--- src/wslc_pkg.sv ---
package wslc_pkg;

  localparam int unsigned MAX_WIDTH = 80;

  localparam logic [6:0] LINE_WIDTH_RESET = 7'd80;

  localparam logic [7:0] CHAR_SPACE = 8'h20;
  localparam logic [7:0] CHAR_TAB   = 8'h09;

  localparam logic CMD_CHAR = 1'b0;
  localparam logic CMD_END  = 1'b1;

  // register index, taken from paddr[2]
  localparam logic REG_LINE_WIDTH = 1'b0;

  typedef enum logic [2:0] {
    S_IDLE,
    S_APP,
    S_RD,
    S_WR,
    S_ZERO
  } wslc_state_e;

endpackage

--- src/wslc_line_mem.sv ---
module wslc_line_mem #(
  parameter int unsigned MaxWidth = wslc_pkg::MAX_WIDTH,
  localparam int unsigned NRow = (MaxWidth + 7) / 8,
  localparam int unsigned RW = (NRow > 1) ? $clog2(NRow) : 1
) (
  input  logic          clk_i,
  input  logic          we_i,
  input  logic [RW-1:0] waddr_i,
  input  logic [2:0]    wbyte_i,
  input  logic [7:0]    wdata_i,
  input  logic          re_i,
  input  logic [RW-1:0] raddr_i,
  output logic [63:0]   rdata_o
);

  // eight characters per row, byte writes
  logic [63:0] line_mem [NRow];
  logic [63:0] rdata_q;

  always_ff @(posedge clk_i) begin
    if (we_i) begin
      line_mem[waddr_i][{wbyte_i, 3'b000} +: 8] <= wdata_i;
    end
    if (re_i) begin
      rdata_q <= line_mem[raddr_i];
    end
  end

  assign rdata_o = rdata_q;

endmodule

--- src/word_squeeze_line_center_unit.sv ---
// Whitespace squeezer and line centering unit. Characters come in one item each
// (cmd 0), an end item (cmd 1) closes the text. Spaces and tabs at the start and
// end are dropped and inner runs collapse to one space. Squeezed text is cut into
// lines of line_width characters (clamped to 1..MaxWidth) held in a line memory
// of eight-byte rows; a full line goes out as soon as it fills, and the partial
// line left at the end goes out centered, in 64-bit words of up to eight
// characters. A separator item is taken by its accept alone. A character item
// takes the accept and one memory write, with a held space written ahead of it.
// A line flush forms each output word from a row read from the line memory
// followed by the load of the output register; an end item is its accept plus
// its flush, or a zero word with an empty line. A stalled output register
// holds up any flush or zero word. Input is stalled from the cycle after a
// character or end item is accepted until the append or the flush is done.
// Stored characters are only read back after they are written, so the memory
// needs no clearing after reset.
module word_squeeze_line_center_unit #(
  parameter int unsigned MaxWidth = wslc_pkg::MAX_WIDTH
) (
  input  logic        clk_i,
  input  logic        rst_ni,

  input  logic        in_valid_i,
  output logic        in_stall_o,
  input  logic        cmd_i,
  input  logic [7:0]  ch_i,

  output logic        out_valid_o,
  input  logic        out_stall_i,
  output logic [63:0] chars_o,
  output logic [3:0]  count_o,
  output logic        line_end_o,
  output logic        text_end_o,

  input  logic        psel,
  input  logic        penable,
  input  logic        pwrite,
  input  logic [2:0]  paddr,
  input  logic [31:0] pwdata,
  output logic [31:0] prdata,
  output logic        pready
);

  localparam int unsigned NRow = (MaxWidth + 7) / 8;
  localparam int unsigned RW   = (NRow > 1) ? $clog2(NRow) : 1;
  localparam int unsigned PW   = $clog2(NRow * 8 + 1);
  localparam int unsigned JW   = PW - 3;
  localparam int unsigned CMPW = (PW > 7) ? PW : 7;

  // ---------------------------------------------------------------- config
  logic [6:0] line_width_q;
  logic       cfg_we;

  assign pready = 1'b1;
  assign cfg_we = psel && penable && pwrite && (paddr[2] == wslc_pkg::REG_LINE_WIDTH);
  assign prdata = (paddr[2] == wslc_pkg::REG_LINE_WIDTH) ? {25'd0, line_width_q} : 32'd0;

  logic [CMPW-1:0] lw_ext;
  logic [PW-1:0]   eff_w;

  assign lw_ext = CMPW'(line_width_q);

  always_comb begin
    priority if (line_width_q == 7'd0) begin
      eff_w = PW'(1);
    end else if (lw_ext > CMPW'(MaxWidth)) begin
      eff_w = PW'(MaxWidth);
    end else begin
      eff_w = lw_ext[PW-1:0];
    end
  end

  // ---------------------------------------------------------------- state
  wslc_pkg::wslc_state_e state_q, state_d;

  logic [PW-1:0] fill_q;
  logic          sp_pend_q;
  logic          word_seen_q;

  logic [7:0]    ch_q;
  logic          do_space_q;
  logic          ret_app_q;
  logic [JW-1:0] j_q;
  logic [PW-1:0] n_q;
  logic [PW-1:0] total_q;
  logic [PW-1:0] pre_q;
  logic          tend_q;
  logic [63:0]   prev_q;

  logic          out_valid_q;
  logic [63:0]   chars_q;
  logic [3:0]    count_q;
  logic          line_end_q;
  logic          text_end_q;

  logic          accept;
  logic          is_sep;
  logic          out_free;
  logic          load_word;
  logic          load_zero;

  assign accept   = in_valid_i && !in_stall_o;
  assign is_sep   = (ch_i == wslc_pkg::CHAR_SPACE) || (ch_i == wslc_pkg::CHAR_TAB);
  assign out_free = !out_valid_q || !out_stall_i;

  // append path
  logic [7:0]    app_char;
  logic          app_store;
  logic [PW-1:0] new_fill;
  logic          app_full;

  assign app_char  = do_space_q ? wslc_pkg::CHAR_SPACE : ch_q;
  assign app_store = fill_q < PW'(MaxWidth);
  assign new_fill  = app_store ? fill_q + PW'(1) : fill_q;
  assign app_full  = new_fill >= eff_w;

  // centering of the final line
  logic [PW-1:0] end_total;
  logic [PW-1:0] end_pad;

  assign end_total = (eff_w > fill_q) ? eff_w : fill_q;
  assign end_pad   = end_total - fill_q;

  // ---------------------------------------------------------------- memory
  logic [JW-1:0] pre_row;
  logic [JW-1:0] rd_row;
  logic [63:0]   rdata;
  logic          mem_we;
  logic          mem_re;

  assign pre_row = pre_q[PW-1:3];
  assign rd_row  = (j_q >= pre_row) ? j_q - pre_row : '0;
  assign mem_we  = (state_q == wslc_pkg::S_APP) && app_store;
  assign mem_re  = (state_q == wslc_pkg::S_RD);

  wslc_line_mem #(
    .MaxWidth(MaxWidth)
  ) u_line_mem (
    .clk_i  (clk_i),
    .we_i   (mem_we),
    .waddr_i(fill_q[RW+2:3]),
    .wbyte_i(fill_q[2:0]),
    .wdata_i(app_char),
    .re_i   (mem_re),
    .raddr_i(rd_row[RW-1:0]),
    .rdata_o(rdata)
  );

  // ---------------------------------------------------------------- word forming
  logic [PW-1:0]  base_pos;
  logic [PW-1:0]  end_pos;
  logic [PW-1:0]  rem;
  logic           word_last;
  logic [3:0]     word_cnt;
  logic [127:0]   cat_w;
  logic [63:0]    word_d;
  logic [PW-1:0]  byte_pos;
  logic [3:0]     sel_idx;

  assign base_pos  = {j_q, 3'b000};
  assign end_pos   = pre_q + n_q;
  assign rem       = total_q - base_pos;
  assign word_last = rem <= PW'(8);
  assign word_cnt  = word_last ? rem[3:0] : 4'd8;
  assign cat_w     = {rdata, prev_q};

  // bytes below pre_q[2:0] come from the previous row, the rest from the current one
  always_comb begin
    word_d   = '0;
    byte_pos = '0;
    sel_idx  = '0;
    for (int b = 0; b < 8; b++) begin
      byte_pos = base_pos + PW'(b);
      sel_idx  = 4'(b) + 4'd8 - {1'b0, pre_q[2:0]};
      priority if (byte_pos >= total_q) begin
        word_d[8*b +: 8] = 8'd0;
      end else if ((byte_pos < pre_q) || (byte_pos >= end_pos)) begin
        word_d[8*b +: 8] = wslc_pkg::CHAR_SPACE;
      end else begin
        word_d[8*b +: 8] = cat_w[{sel_idx, 3'b000} +: 8];
      end
    end
  end

  // ---------------------------------------------------------------- control
  always_comb begin
    state_d    = state_q;
    in_stall_o = 1'b1;
    load_word  = 1'b0;
    load_zero  = 1'b0;
    unique case (state_q)
      wslc_pkg::S_IDLE: begin
        in_stall_o = 1'b0;
        if (in_valid_i) begin
          if (cmd_i == wslc_pkg::CMD_END) begin
            state_d = (fill_q == '0) ? wslc_pkg::S_ZERO : wslc_pkg::S_RD;
          end else if (!is_sep) begin
            state_d = wslc_pkg::S_APP;
          end
        end
      end
      wslc_pkg::S_APP: begin
        if (app_full) begin
          state_d = wslc_pkg::S_RD;
        end else if (!do_space_q) begin
          state_d = wslc_pkg::S_IDLE;
        end
      end
      wslc_pkg::S_RD: begin
        state_d = wslc_pkg::S_WR;
      end
      wslc_pkg::S_WR: begin
        if (out_free) begin
          load_word = 1'b1;
          if (!word_last) begin
            state_d = wslc_pkg::S_RD;
          end else if (ret_app_q) begin
            state_d = wslc_pkg::S_APP;
          end else begin
            state_d = wslc_pkg::S_IDLE;
          end
        end
      end
      wslc_pkg::S_ZERO: begin
        if (out_free) begin
          load_zero = 1'b1;
          state_d   = wslc_pkg::S_IDLE;
        end
      end
      default: begin
        state_d = wslc_pkg::S_IDLE;
      end
    endcase
  end

  always_ff @(posedge clk_i or negedge rst_ni) begin
    if (!rst_ni) begin
      state_q      <= wslc_pkg::S_IDLE;
      fill_q       <= '0;
      sp_pend_q    <= 1'b0;
      word_seen_q  <= 1'b0;
      line_width_q <= wslc_pkg::LINE_WIDTH_RESET;
      out_valid_q  <= 1'b0;
    end else begin
      state_q <= state_d;
      if (cfg_we) begin
        line_width_q <= pwdata[6:0];
      end
      if (load_word || load_zero) begin
        out_valid_q <= 1'b1;
      end else if (!out_stall_i) begin
        out_valid_q <= 1'b0;
      end
      if (accept) begin
        if (cmd_i == wslc_pkg::CMD_END) begin
          fill_q      <= '0;
          sp_pend_q   <= 1'b0;
          word_seen_q <= 1'b0;
        end else if (is_sep) begin
          if (word_seen_q) begin
            sp_pend_q <= 1'b1;
          end
        end else begin
          sp_pend_q   <= 1'b0;
          word_seen_q <= 1'b1;
        end
      end
      if (state_q == wslc_pkg::S_APP) begin
        fill_q <= app_full ? '0 : new_fill;
      end
    end
  end

  always_ff @(posedge clk_i) begin
    if (accept) begin
      ch_q       <= ch_i;
      do_space_q <= sp_pend_q;
      if (cmd_i == wslc_pkg::CMD_END) begin
        n_q       <= fill_q;
        total_q   <= end_total;
        pre_q     <= end_pad >> 1;
        tend_q    <= 1'b1;
        ret_app_q <= 1'b0;
        j_q       <= '0;
      end
    end
    if (state_q == wslc_pkg::S_APP) begin
      do_space_q <= 1'b0;
      if (app_full) begin
        n_q       <= new_fill;
        total_q   <= new_fill;
        pre_q     <= '0;
        tend_q    <= 1'b0;
        ret_app_q <= do_space_q;
        j_q       <= '0;
      end
    end
    if (load_word) begin
      prev_q     <= rdata;
      j_q        <= j_q + JW'(1);
      chars_q    <= word_d;
      count_q    <= word_cnt;
      line_end_q <= word_last;
      text_end_q <= word_last && tend_q;
    end else if (load_zero) begin
      chars_q    <= '0;
      count_q    <= '0;
      line_end_q <= 1'b0;
      text_end_q <= 1'b1;
    end
  end

  assign out_valid_o = out_valid_q;
  assign chars_o     = chars_q;
  assign count_o     = count_q;
  assign line_end_o  = line_end_q;
  assign text_end_o  = text_end_q;

  // ---------------------------------------------------------------- checks
  a_fill_bound: assert property (@(posedge clk_i) disable iff (!rst_ni)
    fill_q <= PW'(MaxWidth))
    else $error("line fill beyond memory size");

  a_word_nonempty: assert property (@(posedge clk_i) disable iff (!rst_ni)
    load_word |=> (count_o != 4'd0))
    else $error("flushed word carries no characters");

  a_end_clears: assert property (@(posedge clk_i) disable iff (!rst_ni)
    (accept && (cmd_i == wslc_pkg::CMD_END)) |=> ((fill_q == '0) && !word_seen_q && !sp_pend_q))
    else $error("end item left line state behind");

  a_text_end_form: assert property (@(posedge clk_i) disable iff (!rst_ni)
    (out_valid_o && text_end_o) |-> (line_end_o || (count_o == 4'd0)))
    else $error("text end on a word that does not close a line");

endmodule
--- config.mk ---
export PLATFORM = sky130hd
export DESIGN_NAME = word_squeeze_line_center_unit
export DESIGN_NICKNAME = d
export VERILOG_FILES = /design/src/wslc_pkg.sv /design/src/wslc_line_mem.sv /design/src/word_squeeze_line_center_unit.sv
export SDC_FILE = /design/constraint.sdc
export NUM_CORES = 1
export LEC_CHECK = 0
export BUFFER_PORTS_ARGS = -buffer_cell sky130_fd_sc_hd__clkbuf_2
export CAP_MARGIN = 10
export CORE_ASPECT_RATIO = 2
export CORE_MARGIN = 2
export CORE_UTILIZATION = 55
export CTS_CLUSTER_SIZE = 28
export DETAILED_ROUTE_END_ITERATION = 10
export PLACE_DENSITY = 0.73
export REMOVE_ABC_BUFFERS = 1
export SYNTH_ARGS = -nofsm -noshare
export SYNTH_HDL_FRONTEND = slang
export SYNTH_SLANG_ARGS = --single-unit
--- constraint.sdc ---
create_clock -name clk_i -period 7.6 [get_ports clk_i]
set_input_delay 0.38 -clock clk_i [delete_from_list [all_inputs] [get_ports clk_i]]
set_output_delay 0.38 -clock clk_i [all_outputs]
set_load 0.02 [all_outputs]
==> out/metrics.cfg <==
[global_routing]
grt_pass1_vias = 25300
grt_max_degree = 140
antenna_found_initial = 1
gr-usage-all-layers_pct = 27.5
overflow = 0
grt_pass1_wl_mm = 155

[worst_setup_path]
worstPathArrival_ns = 5.06
path_max_fanout = 78
worst-endpoint-required_ns = 7.95
startpoint_type = register
critPathKind = register to register
endpoint_kind = register

[floorplan]
fp.dieH_microns = 392
initial_core_util_pct = 55.3
die_width_microns = 198
core_sq_um = 74600
dieArea_sq_um = 77400
pin_count = 156
rows = 142

[finish]
nets = 2861
mostFrequentLayoutCells = edfxtp_1 (846), nor2_1 (225), mux2i_1 (164)
final_common_cell = edfxtp_1
multi_input_area_sq_um = 13700
fill_cells = 5427
syn_to_final_growth_pct = 8.47
antenna_cells = 0
post-route-util_pct = 60.0
drive_gt1_share_pct = 18.8
seq_area_sq_um = 26500

[routing]
drt-pass1-iter-count = 6
ant_nets = 0
first_iter_violations = 2353
viasPerCell = 6.65
drc_errors = 0
vias = 24900
wirelength_mm = 105
routedWlPerCell_microns = 28.2

[placement]
gp_congestion = 0.893
port_buffers = 102
dpl.hpwl_mm = 71.1

[yosys]
postSynthAreaPerCell_sq_um = 15.2
synthArstFlopShare_pct = 2.24
synthesis.area_sq_um = 41300
synth.distinct_cells = 74
synth_top_area_share_pct = 61.5
synth_flop_cell = edfxtp_1
synthTopCellsByArea = edfxtp_1 (62%), mux4_2 (7.7%), mux2i_1 (4.0%), a22oi_1 (2.3%), mux2_2 (2.1%)
ys_warn_count = 0
synth_largest_area_cell = edfxtp_1
seq_area_frac_synth_pct = 64.1
ys_ff_latch = 894
synth_edf_count = 846
netlist_instances = 2713

[power_and_ir_drop]
swShare_pct = 42.0
power_density_nw_per_um2 = 502
clkPwrFrac_pct = 16.6
power_leakage_nw = 15.1
max-vdd-ir-drop_mv = 0.420
switchingPower_mw = 9.46
p_comb_share_pct = 50.3
p_int_mw = 13.0
p_seq_share_pct = 33.0

[timing]
slew_violations = 0
slew_headroom_pct = 13.3
hold_viol = 0
fin_hold_ws_ns = 0.0572
worstMarginPinSlew_ns = 1.30
max_freq_mhz = 212
period_share_pct = 62.0
grt_setup_unrepaired = no
finalClockSkew_ns = 0.0264
setup_viol = 0
period_minus_slack_ns = 4.71

[cts]
cts.sinks = 894
cts_tree = yes
htree_levels = 3
cts.path.max_buffers = 3
path_clk_slew_ns = 0.08
cts_buffers = 72
clk-insertion-delay-late_ns = 0.66
cts_root_buf = clkbuf_16
cts_resized = 0

[status]
outcome = finished clean

[min_path]
min_path_type = primary input to register

[run]
drv_cap = 0

==> worst paths after layout <==
path | start | to | slack (ns) | cells after the start
max | j_q[0] | u_line_mem.rdata_o[47] | 2.89 | 9
min | out_stall_i | out_valid_o | 0.06 | 3
max reg2reg | j_q[0] | u_line_mem.rdata_o[47] | 2.89 | 9
min reg2reg | pre_q[6] | pre_q[6] | 0.48 | 2
max in group asynchronous | rst_ni | line_width_q[4] | 6.99 | 2
min in group asynchronous | rst_ni | out_valid_o | 0.23 | 2
==> cell type report <==
type                            count  area share [%]
Sequential cell                   894            59.1
Clock inverter                     43           0.938
Clock buffer                       84            4.23
Multi-Input combinational cell   1586            30.6
Inverter                           49           0.416
Timing Repair Buffer              149            2.07
Tap cell                          936            2.61
==> routing by layer <==
metal  vias to the layer above  part of all wire (%)  global-route usage, %
met2                      1266                    54                   50.3
li1                      10800                     -                      -
met1                     12500                    32                   28.6
met5                         -                     0                      0
met3                       340                   6.7                   4.45
met4                         0                   7.3                   18.8
==> what timing repair did <==
item,in CTS,in global routing
endpoints found under the hold margin,33,0
buffers inserted,0,0
hold buffers,16,0
==> cell usage after synthesis (12+ instances only) <==
library cell  count
a21o_1           17
and2_1           15
a221oi_2         44
a221oi_1         20
ha_1             54
a211oi_1         24
inv_1            47
nand2_1         141
dfxtp_1          28
o2111a_1         64
nand3_1          86
o21a_1           69
nand2b_1         15
buf_6            12
a21oi_1          56
o21ai_0          24
nor2b_1          35
nor2_1          226
mux2i_1         164
mux4_2          142
buf_4            39
nor3_1           20
buf_2            49
and3_1           19
clkbuf_1         96
a22oi_1         129
edfxtp_1        846
mux2_2           78
dfrtp_1          18
==> flip-flops by register name, indices dropped and copies added, names as in the netlist, 3 cells and up <==
register,count
chars_o,64
u_line_mem.line_mem,640
pre_q,7
count_o,4
state_q,3
n_q,7
ch_q,8
j_q,4
u_line_mem.rdata_o,64
total_q,7
line_width_q,7
fill_q,7
prev_q,64
==> critical path: stages (launching register included) <==
cell	delay, ns
dfxtp_1	0.48
inv_1	0.20
ha_1	0.25
inv_1	0.08
fa_4	0.91
inv_4	0.59
buf_4	0.83
a22oi_1	0.16
o21a_1	0.16
a221oi_1	0.63
==> cells by family after synthesis <==
group           count (synthesis)  share of synthesized area (%)
flops                         894                           64.1
simple gates                  596                           6.54
compound gates                503                           10.2
mux                           384                           13.8
buf+inv                       257                           3.07
fa+ha+maj                      58                           1.83
xor+xnor                       19                          0.421
other cells                     2                         0.0182
==> stage by stage <==
step | worst slack (ns) | cell area [sq um] | std cells | setup TNS (ns) | total power [mW]
3_3_place_gp | 3.06 | 42300 | 3598 | 0 | 18.3
2_1_floorplan | -3.69 | 40300 | 2529 | -254.72 | 15.1
4_1_cts | 3.01 | 44800 | 3741 | 0 | 22.4
5_1_grt | 2.68 | 44800 | 3741 | 0 | 23.4
3_5_place_dp | 3.00 | 42300 | 3598 | 0 | 18.6
6_report | 2.89 | 44800 | 3741 | 0 | 22.5
==> power groups by stage <==
stage / Sequential (mW) / Clock (mW) / Combinational (mW)
CTS: 7.42 / 3.78 / 11.2
finish: 7.43 / 3.74 / 11.3
detailed placement: 7.52 / 0 / 11.1
floorplan: 7.59 / 0 / 7.54
global placement: 7.46 / 0 / 10.9
global route: 7.49 / 3.95 / 12.0
No activity file was read; power rests on OpenSTA's default activity.
